--- src/sv/psd_pkg.sv ---
// ----------------------------------------------------------------------------
// psd_pkg
// Shared constants, register indexes and control types of the position
// stall detector.
// ----------------------------------------------------------------------------
package psd_pkg;

	localparam int unsigned HISTORY_DEPTH_DEF = 10;

	localparam int unsigned CFG_IDX_W  = 2;
	localparam int unsigned CFG_DATA_W = 32;

	localparam logic [CFG_IDX_W-1:0] REG_SAMPLE_PERIOD  = 2'd0;
	localparam logic [CFG_IDX_W-1:0] REG_NEAR_RADIUS_SQ = 2'd1;
	localparam logic [CFG_IDX_W-1:0] REG_NEEDED_COUNT   = 2'd2;

	localparam logic [15:0] SAMPLE_PERIOD_RST  = 16'd200;
	localparam logic [31:0] NEAR_RADIUS_SQ_RST = 32'd256;
	localparam logic [3:0]  NEEDED_COUNT_RST   = 4'd10;

	typedef struct packed {
		logic load_in;
		logic decide;
		logic scan_step;
		logic load_out;
	} psd_cmd_t;

	typedef struct packed {
		logic hit;
		logic last_entry;
		logic pipe_busy;
		logic out_free;
	} psd_status_t;

endpackage

--- src/sv/psd_if.sv ---
// ----------------------------------------------------------------------------
// psd_if
// Request channels of the position stall detector: position samples in,
// stall results out.
// ----------------------------------------------------------------------------
interface psd_in_if;
	logic               valid;
	logic               ready;
	logic        [31:0] now_ms;
	logic signed [15:0] pos_x;
	logic signed [15:0] pos_y;

	modport source (output valid, output now_ms, output pos_x, output pos_y, input ready);
	modport sink   (input valid, input now_ms, input pos_x, input pos_y, output ready);
endinterface

interface psd_out_if;
	logic       valid;
	logic       ready;
	logic       blocked;
	logic       sampled;
	logic [3:0] near_count;

	modport source (output valid, output blocked, output sampled, output near_count,
		input ready);
	modport sink   (input valid, input blocked, input sampled, input near_count,
		output ready);
endinterface

--- src/sv/psd_ctrl.sv ---
// ----------------------------------------------------------------------------
// psd_ctrl
// Sequencer: takes a request, decides on sampling, walks the history
// ring one entry per cycle and hands the result to the output register.
// ----------------------------------------------------------------------------
module psd_ctrl (
	input  logic                clk,
	input  logic                arst_n,
	input  logic                in_valid,
	output logic                in_ready,
	input  psd_pkg::psd_status_t status,
	output psd_pkg::psd_cmd_t    cmd
);

	typedef enum logic [5:0] {
		ST_IDLE   = 6'b000001,
		ST_MAG    = 6'b000010,
		ST_DECIDE = 6'b000100,
		ST_SCAN   = 6'b001000,
		ST_DRAIN  = 6'b010000,
		ST_FINISH = 6'b100000
	} psd_state_t;

	psd_state_t state_q;
	psd_state_t state_d;

	always_comb begin
		state_d       = state_q;
		cmd           = '0;
		in_ready      = 1'b0;
		unique case (state_q)
			ST_IDLE: begin
				in_ready    = 1'b1;
				cmd.load_in = in_valid;
				if (in_valid) begin
					state_d = ST_MAG;
				end
			end
			ST_MAG: begin
				state_d = ST_DECIDE;
			end
			ST_DECIDE: begin
				cmd.decide = 1'b1;
				state_d    = status.hit ? ST_SCAN : ST_FINISH;
			end
			ST_SCAN: begin
				cmd.scan_step = 1'b1;
				if (status.last_entry) begin
					state_d = ST_DRAIN;
				end
			end
			ST_DRAIN: begin
				if (!status.pipe_busy) begin
					state_d = ST_FINISH;
				end
			end
			ST_FINISH: begin
				cmd.load_out = status.out_free;
				if (status.out_free) begin
					state_d = ST_IDLE;
				end
			end
			default: begin
				state_d = ST_IDLE;
			end
		endcase
	end

	always_ff @(posedge clk or negedge arst_n) begin
		if (!arst_n) begin
			state_q <= ST_IDLE;
		end else begin
			state_q <= state_d;
		end
	end

endmodule

--- src/sv/psd_datapath.sv ---
// ----------------------------------------------------------------------------
// psd_datapath
// Configuration registers, elapsed time check, history ring, squared
// distance pipeline, near counter and output register.
// ----------------------------------------------------------------------------
module psd_datapath #(
	parameter int unsigned HISTORY_DEPTH = psd_pkg::HISTORY_DEPTH_DEF
) (
	input  logic                              clk,
	input  logic                              arst_n,
	input  logic                              cfg_wr_en,
	input  logic [psd_pkg::CFG_IDX_W-1:0]     cfg_index,
	input  logic [psd_pkg::CFG_DATA_W-1:0]    cfg_wr_data,
	input  logic [31:0]                       now_ms,
	input  logic signed [15:0]                pos_x,
	input  logic signed [15:0]                pos_y,
	input  psd_pkg::psd_cmd_t                 cmd,
	output psd_pkg::psd_status_t              status,
	output logic                              out_valid,
	input  logic                              out_ready,
	output logic                              blocked,
	output logic                              sampled,
	output logic [3:0]                        near_count
);

	localparam int unsigned IDXW = $clog2(HISTORY_DEPTH);
	localparam int unsigned CW   = $clog2(HISTORY_DEPTH + 1);
	localparam int unsigned CMPW = (CW > 4) ? CW : 4;

	logic [15:0] period_q;
	logic [31:0] radius_q;
	logic [3:0]  needed_q;

	logic [31:0]        now_q;
	logic signed [15:0] px_q;
	logic signed [15:0] py_q;
	logic [31:0]        d_q;
	logic [31:0]        mag_q;
	logic [31:0]        last_time_q;

	logic signed [15:0] hist_x_q [HISTORY_DEPTH];
	logic signed [15:0] hist_y_q [HISTORY_DEPTH];
	logic [IDXW-1:0]    wr_idx_q;
	logic [IDXW-1:0]    rd_idx_q;

	logic               v_s1;
	logic signed [15:0] hx_s1;
	logic signed [15:0] hy_s1;
	logic               v_s2;
	logic [32:0]        sqx_s2;
	logic [32:0]        sqy_s2;

	logic [CW-1:0]      count_q;
	logic               sampled_q;

	logic               out_valid_q;
	logic               blocked_q;
	logic               sampled_out_q;
	logic [3:0]         near_count_q;

	logic signed [16:0] dx;
	logic signed [16:0] dy;
	logic signed [33:0] sqx;
	logic signed [33:0] sqy;
	logic [33:0]        dsum;
	logic [31:0]        dsat;
	logic               near;
	logic [CMPW-1:0]    count_ext;
	logic [CMPW-1:0]    needed_ext;
	logic               is_blocked;
	logic               out_free;

	// configuration
	always_ff @(posedge clk or negedge arst_n) begin
		if (!arst_n) begin
			period_q <= psd_pkg::SAMPLE_PERIOD_RST;
			radius_q <= psd_pkg::NEAR_RADIUS_SQ_RST;
			needed_q <= psd_pkg::NEEDED_COUNT_RST;
		end else if (cfg_wr_en) begin
			unique case (cfg_index)
				psd_pkg::REG_SAMPLE_PERIOD:  period_q <= cfg_wr_data[15:0];
				psd_pkg::REG_NEAR_RADIUS_SQ: radius_q <= cfg_wr_data[31:0];
				psd_pkg::REG_NEEDED_COUNT:   needed_q <= cfg_wr_data[3:0];
				default: ;
			endcase
		end
	end

	// request capture and elapsed magnitude
	always_ff @(posedge clk) begin
		if (cmd.load_in) begin
			now_q <= now_ms;
			px_q  <= pos_x;
			py_q  <= pos_y;
			d_q   <= now_ms - last_time_q;
		end
		mag_q <= d_q[31] ? (32'd0 - d_q) : d_q;
	end

	assign status.hit = mag_q > {16'd0, period_q};

	// distance pipeline
	assign dx   = 17'(px_q) - 17'(hx_s1);
	assign dy   = 17'(py_q) - 17'(hy_s1);
	assign sqx  = dx * dx;
	assign sqy  = dy * dy;
	assign dsum = {1'b0, sqx_s2} + {1'b0, sqy_s2};
	assign dsat = (|dsum[33:32]) ? 32'hFFFF_FFFF : dsum[31:0];
	assign near = dsat < radius_q;

	always_ff @(posedge clk) begin
		hx_s1  <= hist_x_q[rd_idx_q];
		hy_s1  <= hist_y_q[rd_idx_q];
		sqx_s2 <= sqx[32:0];
		sqy_s2 <= sqy[32:0];
	end

	// history ring, pointers and counter
	always_ff @(posedge clk or negedge arst_n) begin
		if (!arst_n) begin
			for (int i = 0; i < HISTORY_DEPTH; i++) begin
				hist_x_q[i] <= '0;
				hist_y_q[i] <= '0;
			end
			wr_idx_q    <= '0;
			rd_idx_q    <= '0;
			v_s1        <= 1'b0;
			v_s2        <= 1'b0;
			count_q     <= '0;
			sampled_q   <= 1'b0;
			last_time_q <= '0;
		end else begin
			v_s1 <= cmd.scan_step;
			v_s2 <= v_s1;
			if (cmd.decide) begin
				sampled_q <= status.hit;
				count_q   <= '0;
				rd_idx_q  <= '0;
				if (status.hit) begin
					hist_x_q[wr_idx_q] <= px_q;
					hist_y_q[wr_idx_q] <= py_q;
					wr_idx_q <= (wr_idx_q == IDXW'(HISTORY_DEPTH - 1)) ? '0
						: wr_idx_q + 1'b1;
				end
			end
			if (cmd.scan_step) begin
				rd_idx_q <= rd_idx_q + 1'b1;
			end
			if (v_s2 && near) begin
				count_q <= count_q + 1'b1;
			end
			if (cmd.load_out && sampled_q && !is_blocked) begin
				last_time_q <= now_q;
			end
		end
	end

	assign status.last_entry = rd_idx_q == IDXW'(HISTORY_DEPTH - 1);
	assign status.pipe_busy  = v_s1 | v_s2;

	// result
	assign count_ext  = CMPW'(count_q);
	assign needed_ext = CMPW'(needed_q);
	assign is_blocked = sampled_q && (count_ext >= needed_ext);
	assign out_free   = !out_valid_q || out_ready;
	assign status.out_free = out_free;

	always_ff @(posedge clk or negedge arst_n) begin
		if (!arst_n) begin
			out_valid_q <= 1'b0;
		end else if (cmd.load_out) begin
			out_valid_q <= 1'b1;
		end else if (out_ready) begin
			out_valid_q <= 1'b0;
		end
	end

	always_ff @(posedge clk) begin
		if (cmd.load_out) begin
			blocked_q     <= is_blocked;
			sampled_out_q <= sampled_q;
			if (!sampled_q) begin
				near_count_q <= 4'd0;
			end else if (count_ext > CMPW'(15)) begin
				near_count_q <= 4'd15;
			end else begin
				near_count_q <= count_ext[3:0];
			end
		end
	end

	assign out_valid  = out_valid_q;
	assign blocked    = blocked_q;
	assign sampled    = sampled_out_q;
	assign near_count = near_count_q;

endmodule

--- src/sv/position_stall_detector.sv ---
// ----------------------------------------------------------------------------
// position_stall_detector
// Samples timestamped positions into a history ring and reports when
// enough stored positions lie near the current one.
// ----------------------------------------------------------------------------
//  channel   dir  handshake          payload
//  in_ch     in   valid / ready      now_ms[31:0], pos_x[15:0] s, pos_y[15:0] s
//  out_ch    out  valid / ready      blocked, sampled, near_count[3:0]
//  cfg       in   cfg_wr_en          cfg_index[1:0], cfg_wr_data[31:0]
//
//  a request that is not sampled passes from accept through the MAG, DECIDE
//  and FINISH states to the result; a sampled request also runs the history
//  scan and DRAIN: one ring entry per cycle through the s1 and s2 distance pipe
//  one request at a time; in_ch.ready is high only while idle
//  the result register holds while out_ch stalls; the next request is taken
//  the history ring clears at reset, with no clearing pass
// ----------------------------------------------------------------------------
module position_stall_detector #(
	parameter int unsigned HISTORY_DEPTH = psd_pkg::HISTORY_DEPTH_DEF
) (
	input  logic                           clk,
	input  logic                           arst_n,
	input  logic                           cfg_wr_en,
	input  logic [psd_pkg::CFG_IDX_W-1:0]  cfg_index,
	input  logic [psd_pkg::CFG_DATA_W-1:0] cfg_wr_data,
	psd_in_if.sink                         in_ch,
	psd_out_if.source                      out_ch
);

	psd_pkg::psd_cmd_t    cmd;
	psd_pkg::psd_status_t status;
	logic                 in_ready;

	psd_ctrl u_ctrl (
		.clk      (clk),
		.arst_n   (arst_n),
		.in_valid (in_ch.valid),
		.in_ready (in_ready),
		.status   (status),
		.cmd      (cmd)
	);

	psd_datapath #(
		.HISTORY_DEPTH (HISTORY_DEPTH)
	) u_datapath (
		.clk         (clk),
		.arst_n      (arst_n),
		.cfg_wr_en   (cfg_wr_en),
		.cfg_index   (cfg_index),
		.cfg_wr_data (cfg_wr_data),
		.now_ms      (in_ch.now_ms),
		.pos_x       (in_ch.pos_x),
		.pos_y       (in_ch.pos_y),
		.cmd         (cmd),
		.status      (status),
		.out_valid   (out_ch.valid),
		.out_ready   (out_ch.ready),
		.blocked     (out_ch.blocked),
		.sampled     (out_ch.sampled),
		.near_count  (out_ch.near_count)
	);

	assign in_ch.ready = in_ready;

endmodule

--- src/flat_wrapper.sv ---
// flat-port wrapper written by rule: the top's interface ports become plain ports
module position_stall_detector_flat 
#(
	parameter int unsigned HISTORY_DEPTH = psd_pkg::HISTORY_DEPTH_DEF
)
  (clk, arst_n, cfg_wr_en, cfg_index, cfg_wr_data, in_ch_valid, in_ch_now_ms, in_ch_pos_x, in_ch_pos_y, in_ch_ready, out_ch_valid, out_ch_blocked, out_ch_sampled, out_ch_near_count, out_ch_ready);
  psd_in_if in_ch_i ();
  psd_out_if out_ch_i ();
  input  logic clk;
  input  logic arst_n;
  input  logic cfg_wr_en;
  input  logic [psd_pkg::CFG_IDX_W-1:0] cfg_index;
  input  logic [psd_pkg::CFG_DATA_W-1:0] cfg_wr_data;
  input wire logic [$bits(in_ch_i.valid)-1:0] in_ch_valid;
  input wire logic [$bits(in_ch_i.now_ms)-1:0] in_ch_now_ms;
  input wire logic [$bits(in_ch_i.pos_x)-1:0] in_ch_pos_x;
  input wire logic [$bits(in_ch_i.pos_y)-1:0] in_ch_pos_y;
  output wire logic [$bits(in_ch_i.ready)-1:0] in_ch_ready;
  output wire logic [$bits(out_ch_i.valid)-1:0] out_ch_valid;
  output wire logic [$bits(out_ch_i.blocked)-1:0] out_ch_blocked;
  output wire logic [$bits(out_ch_i.sampled)-1:0] out_ch_sampled;
  output wire logic [$bits(out_ch_i.near_count)-1:0] out_ch_near_count;
  input wire logic [$bits(out_ch_i.ready)-1:0] out_ch_ready;
  assign in_ch_i.valid = in_ch_valid;
  assign in_ch_i.now_ms = in_ch_now_ms;
  assign in_ch_i.pos_x = in_ch_pos_x;
  assign in_ch_i.pos_y = in_ch_pos_y;
  assign in_ch_ready = in_ch_i.ready;
  assign out_ch_valid = out_ch_i.valid;
  assign out_ch_blocked = out_ch_i.blocked;
  assign out_ch_sampled = out_ch_i.sampled;
  assign out_ch_near_count = out_ch_i.near_count;
  assign out_ch_i.ready = out_ch_ready;
  position_stall_detector #(.HISTORY_DEPTH(HISTORY_DEPTH)) u_core (.clk(clk), .arst_n(arst_n), .cfg_wr_en(cfg_wr_en), .cfg_index(cfg_index), .cfg_wr_data(cfg_wr_data), .in_ch(in_ch_i), .out_ch(out_ch_i));
endmodule
--- config.mk ---
export PLATFORM = sky130hd
export DESIGN_NAME = position_stall_detector_flat
export DESIGN_NICKNAME = d
export VERILOG_FILES = /design/src/sv/psd_pkg.sv /design/src/sv/psd_if.sv /design/src/sv/psd_ctrl.sv /design/src/sv/psd_datapath.sv /design/src/sv/position_stall_detector.sv /design/src/flat_wrapper.sv
export SDC_FILE = /design/constraint.sdc
export NUM_CORES = 2
export LEC_CHECK = 0
export BUFFER_PORTS_ARGS = -buffer_cell sky130_fd_sc_hd__buf_2
export CAP_MARGIN = 25
export CORE_ASPECT_RATIO = 0.6
export CORE_MARGIN = 10
export CORE_UTILIZATION = 55
export DETAILED_ROUTE_END_ITERATION = 10
export GPL_ROUTABILITY_DRIVEN = 0
export GPL_TIMING_DRIVEN = 0
export PLACE_DENSITY_LB_ADDON = 0.2
export REMOVE_ABC_BUFFERS = 1
export SETUP_SLACK_MARGIN = 0.05
export SLEW_MARGIN = 10
export SYNTH_ARGS = -nofsm -noshare
export SYNTH_HDL_FRONTEND = slang
export SYNTH_HIERARCHICAL = 1
export SYNTH_SLANG_ARGS = --single-unit
--- constraint.sdc ---
create_clock -name clk -period 18.6 [get_ports clk]
set_clock_uncertainty 0.15 [all_clocks]
set_input_delay 3.72 -clock clk [delete_from_list [all_inputs] [get_ports clk]]
set_output_delay 3.72 -clock clk [all_outputs]
set_load 0.005 [all_outputs]
[Yosys cells after proc, flatten, opt, wreduce, memory -nomap -nowiden]
Index checks and enable logic that the tools add are counted.
Word-level totals
  word-level logic and storage cells: 127
  input bits: 103
  flip-flop bits (word level): 658
  output and inout port bits: 8
Cells by class
  reductions and logical operators: 18
  bitwise gates (word level): 3
  eq/ne operators: 14
  add/subtract/negate cells: 8
  $mul: 2
  muxes and demuxes: 30
  $lt $le $gt $ge: 7
Operators with widths (number)
  160-bit bitwise mux: 2
  16-bit binary-select mux with 4-bit select: 2
  16-bit two-way mux: 5
  17-bit by 17-bit multiplier with 33-bit output: 2
  16-bit demux with 4-bit select: 1
  6-bit case mux with 6 select lines: 1
  33-bit by 33-bit adder with 34-bit output: 1
  16-bit by 16-bit subtractor with 17-bit output: 2
  32-bit by 16-bit > comparator with 1-bit output: 1
  32-bit less-than comparator: 1
  32-bit two-way mux: 1
  1-bit by 32-bit subtractor with 32-bit output (first input constant): 1
  32-bit subtractor: 1
  31-bit two-way mux: 1
  6-bit two-way mux: 5
  4-bit two-way mux: 5
  4-bit by 1-bit adder with 4-bit output (second input constant): 3
  5-bit greater-or-equal comparator (second input constant): 2
  4-bit inverter with 5-bit output: 2
  4-bit == test (second input constant): 2
  2-bit AND reduction: 4
  1-bit two-way mux: 7
  6-bit by 1-bit == test with 1-bit output (second input constant): 1
  6-bit by 2-bit == test with 1-bit output (second input constant): 1
  other kinds (19): 28

[Longest topological paths before layout]
  depth in word-level cells: 6
  gate-level depth with buffers: 37
  gate-level depth less buffers: 35

[Modules after synthesis]
Netlist, hierarchy kept.
By module, submodules not included
  psd_datapath: cells each 4510, area each 49180.9 um^2, seq. area each 16143.0 um^2, instances 1
  psd_ctrl: cells each 36, area each 370.4 um^2, seq. area each 151.4 um^2, instances 1

[Worst setup path before layout]
OpenSTA, ideal clock, no wires.
  path type: reg2reg
  start point: reg u_core.u_datapath.py_q[0]
  end point: reg u_core.u_datapath.sqy_s2[32]
  data arrival time: 8.615 ns
  stages on the path, launching flop included: 34
  required time: 18.364 ns
  slack: 9.749 ns
  path buffers: 2
  cells stage by stage: edfxtp_1 clkbuf_1 inv_1 ha_1 inv_1 fa_1 a211oi_1 nor2_1 o41a_1 a41o_1 or4_1 a31oi_2 nor2b_1 o31a_1 clkbuf_1 nor2_1 fa_1 inv_1 fa_1 inv_1 fa_1 fa_1 fa_1 inv_1 fa_1 inv_1 ha_1 and3_1 a221oi_1 a21boi_1 o21ai_0 or4_1 and3_1 a211oi_1
Between the ends
  cells in the longest elaborated chain, start to end: 2
Ends and longest elaborated chain
  from (decl): RTL line psd_datapath.sv:36  | logic signed [15:0] py_q;
  from (signal assigned): RTL line psd_datapath.sv:94  | py_q <= pos_y;
  16-bit by 16-bit subtractor with 17-bit output: RTL line psd_datapath.sv:104  | assign dy = 17'(py_q) - 17'(hy_s1);
  17-bit by 17-bit multiplier with 33-bit output: RTL line psd_datapath.sv:106  | assign sqy = dy * dy;
  net u_core.u_datapath.sqy[32]: RTL line psd_datapath.sv:64  | logic signed [33:0] sqy;
  to (signal assigned): RTL line psd_datapath.sv:115  | sqy_s2 <= sqy[32:0];
  to (decl): RTL line psd_datapath.sv:51  | logic [32:0] sqy_s2;
The timed path passes the listed nets, and every way through them passes these cells.
A chain may end at the register's enable or synchronous reset.

[Worst setup path in the final report]
Same ends and word-level chain as after synthesis.

==> results.sh <==
export IMPL_via_per_inst=5.530
export IMPL_synth_edf_count=102
export IMPL_synth_cells=4546
export IMPL_yosys_warnings=6
export IMPL_final_area_um2=54190
export IMPL_setup_tns_ns=0
export IMPL_io_pins=111
export IMPL_dpl_cell_area_um2=51850
export IMPL_seq_area_frac_synth=0.3288
export IMPL_drtIter0Drc=2418
export IMPL_grt_ovfl_total=0
export IMPL_syn_area_per_cell_um2=10.90
export IMPL_core_um2=89550
export IMPL_layout_min_cycle_time_ns=11.52
export IMPL_drt_wl_total_um=119200
export IMPL_wl_per_cell_um=20.31
export IMPL_cts_root_buf="clkbuf_16"
export IMPL_finalSetupViolCount=0
export IMPL_yosys_area_top_type="fa_1"
export IMPL_utilization=0.6051
export IMPL_holdBufCountCts=0
export IMPL_row_count=85
export IMPL_antenna_found_initial=1
export IMPL_required_ns=18.87
export IMPL_slew_headroom=0.2496
export IMPL_path_class="flop to flop"
export IMPL_rsz0062_at_grt="false"
export IMPL_status="finished, final reports clean"
export IMPL_critPathCaptureType="flop"
export IMPL_insertion_delay_ns=0.63
export IMPL_ctsHtreeMaxLevel=3
export IMPL_grt_max_degree=106
export IMPL_clock_path_buffers=3
export IMPL_drcViolationCount=0
export IMPL_synth_seq_cells=656
export IMPL_cp_top_family="adder cells"
export IMPL_critPathMaxStageDelay_ns=1.05
export IMPL_n_fill_cell=7407
export IMPL_die_h_um=252.5
export IMPL_grt_pass1_vias=33700
export IMPL_cp_start_kind="flop"
export IMPL_arrival_ns=11.79
export IMPL_portBuffers=110
export IMPL_hp_class="flop to flop"
export IMPL_drt_first_pass_iters=6
export IMPL_crit_path_frequent_cell="inv_1"
export IMPL_fp_dieW_um=407.5
export IMPL_drive_above_1_share=0.1693
export IMPL_crit_buf_inv=7
export IMPL_nets=5536
export IMPL_cp_max_fo=21
export IMPL_synth_top_area_frac=0.2149
export IMPL_start_util=0.5533
export IMPL_cts_clk_slew_worst_paths_ns=0.07
export IMPL_grtUsageTotal=0.2348
export IMPL_hold_viol_final=0
export IMPL_die_area_um2=102900
export IMPL_postCtsSetupRepairBufs=0
export IMPL_antenna_left=0
export IMPL_synth_area_um2=49550
export IMPL_finalMaxSlewViolations=0
export IMPL_max_cap_violations=0
export IMPL_ys_types=80
export IMPL_hpwlAfterDp_um=89190
export IMPL_synthTopCellsByArea="fa_1, dfrtp_1, mux2_2"
export IMPL_ys_dominant_reg_cell="dfrtp_1"
export IMPL_grt_pass1_wl_um=192000
export IMPL_cts_buffers=68
export IMPL_layout_worst_path_cycle_share=0.6192
export IMPL_max_slew_worst_pin_slew_ns=1.126
export IMPL_cts_tree="built"
export IMPL_ctsResizeCount=0
export IMPL_crit_slowest_cell="fa_1"
export IMPL_timing_hold_ws_ns=0.2200
export IMPL_ys_async_sr_fraction=0.6494
export IMPL_vias=32448
export IMPL_cts_sinks=656
export IMPL_area_growth_pct=9.353
export IMPL_fmax_mhz=86.83
-- final cells by class --
cell class	count	area [µm²]	share of cell area
multi-input combinational	2913	29730	0.5486
sequential	656	16310	0.3009
inverter	798	2998	0.05533
clock buffer	99	2004	0.03699
tap	1218	1524	0.02812
timing repair buffer	156	1343	0.02478
clock inverter	27	280.3	0.005172
antenna	1	2.502	0.00004618
-- synthesized netlist by cell type (7+ instances only) --
cell type and count:
a21o_1 59, ha_1 308, mux4_2 64, o211ai_1 10
o21a_1 38, nand2b_1 31, o21bai_1 17, a211oi_1 10
mux2_2 398, dfstp_2 7, nand3_1 35, nand2_1 349
inv_1 789, a221oi_1 37, clkbuf_1 107, nor3_1 33
nand4_1 20, nor2b_1 26, nor4_1 7, and3_1 23
o31a_1 8, edfxtp_1 102, or4_1 12, xnor2_1 139
xor2_1 40, or2_2 11, nor2_1 253, buf_1 69
a21oi_1 146, o21ai_0 139, and2_1 30, o31ai_1 22
a31oi_1 16, fa_1 532, dfrtp_1 419, dfxtp_1 128
-- cells in the final DEF (no fill, tap or decap), types with 29 or more instances in the layout --
master,n
fa_1,532
buf_2,109
xnor2_1,131
xor2_1,37
nor3_1,33
a221oi_1,37
mux4_2,64
ha_1,308
nor2_1,252
and2_1,29
nand2_1,343
edfxtp_1,102
mux2_2,398
nand3_1,32
dfxtp_1,128
dfrtp_1,416
clkbuf_16,74
nand2b_1,31
o21ai_0,139
a21oi_1,144
inv_1,788
o21a_1,38
a21o_1,59
-- flip-flops by register name, indices dropped and copies added (netlist names), 32 cells and up --
register,cells
u_core/u_datapath/d_q,32
u_core/u_datapath/radius_q,32
u_core/u_datapath/hist_x_q,160
u_core/u_datapath/sqx_s2,32
u_core/u_datapath/mag_q,32
u_core/u_datapath/hist_y_q,160
u_core/u_datapath/last_time_q,32
u_core/u_datapath/sqy_s2,32
u_core/u_datapath/now_q,32
-- cells by family after synthesis --
logic type	count (synthesis)	synth area share
mux	465	0.1201
xor+xnor	180	0.03197
flops	656	0.3288
buf+inv	977	0.07414
fa+ha+maj	840	0.2927
simple gates	867	0.07919
compound gates	561	0.07302
-- per-layer routing --
metal,GRT usage,vias up,share of wire
met5,0,-,0
met4,0.05029,0,0.017
met3,0.05315,130,0.080
met2,0.3306,1003,0.41
met1,0.3653,16307,0.49
li1,-,15008,-
-- final timing paths --
kind                            cells past startpoint  slack (ns)                 startpoint                              to
worst max-delay path                               31        7.08  u_core/u_datapath/py_q[0]    u_core/u_datapath/sqy_s2[32]
worst min-delay path                                0        0.22     u_core/u_datapath/v_s1          u_core/u_datapath/v_s2
worst max register to register                     31        7.08  u_core/u_datapath/py_q[0]    u_core/u_datapath/sqy_s2[32]
worst min register to register                      0        0.22     u_core/u_datapath/v_s1          u_core/u_datapath/v_s2
max in group asynchronous                           3       14.15                     arst_n  u_core/u_datapath/hist_y_q[31]
min in group asynchronous                           1        2.82                     arst_n  u_core/u_datapath/radius_q[16]
-- per-stage QoR --
step	cells	worst slack, ns
after floorplan	4367	9.719
after global routing	5868	6.657
after CTS	5863	7.381
after global placement	5695	4.609
after detailed placement	5737	7.464
final	5868	7.083
Power is left out: the tool's default activity adds up to more than one toggle a clock period on the data nets, which glitch-free logic cannot reach.
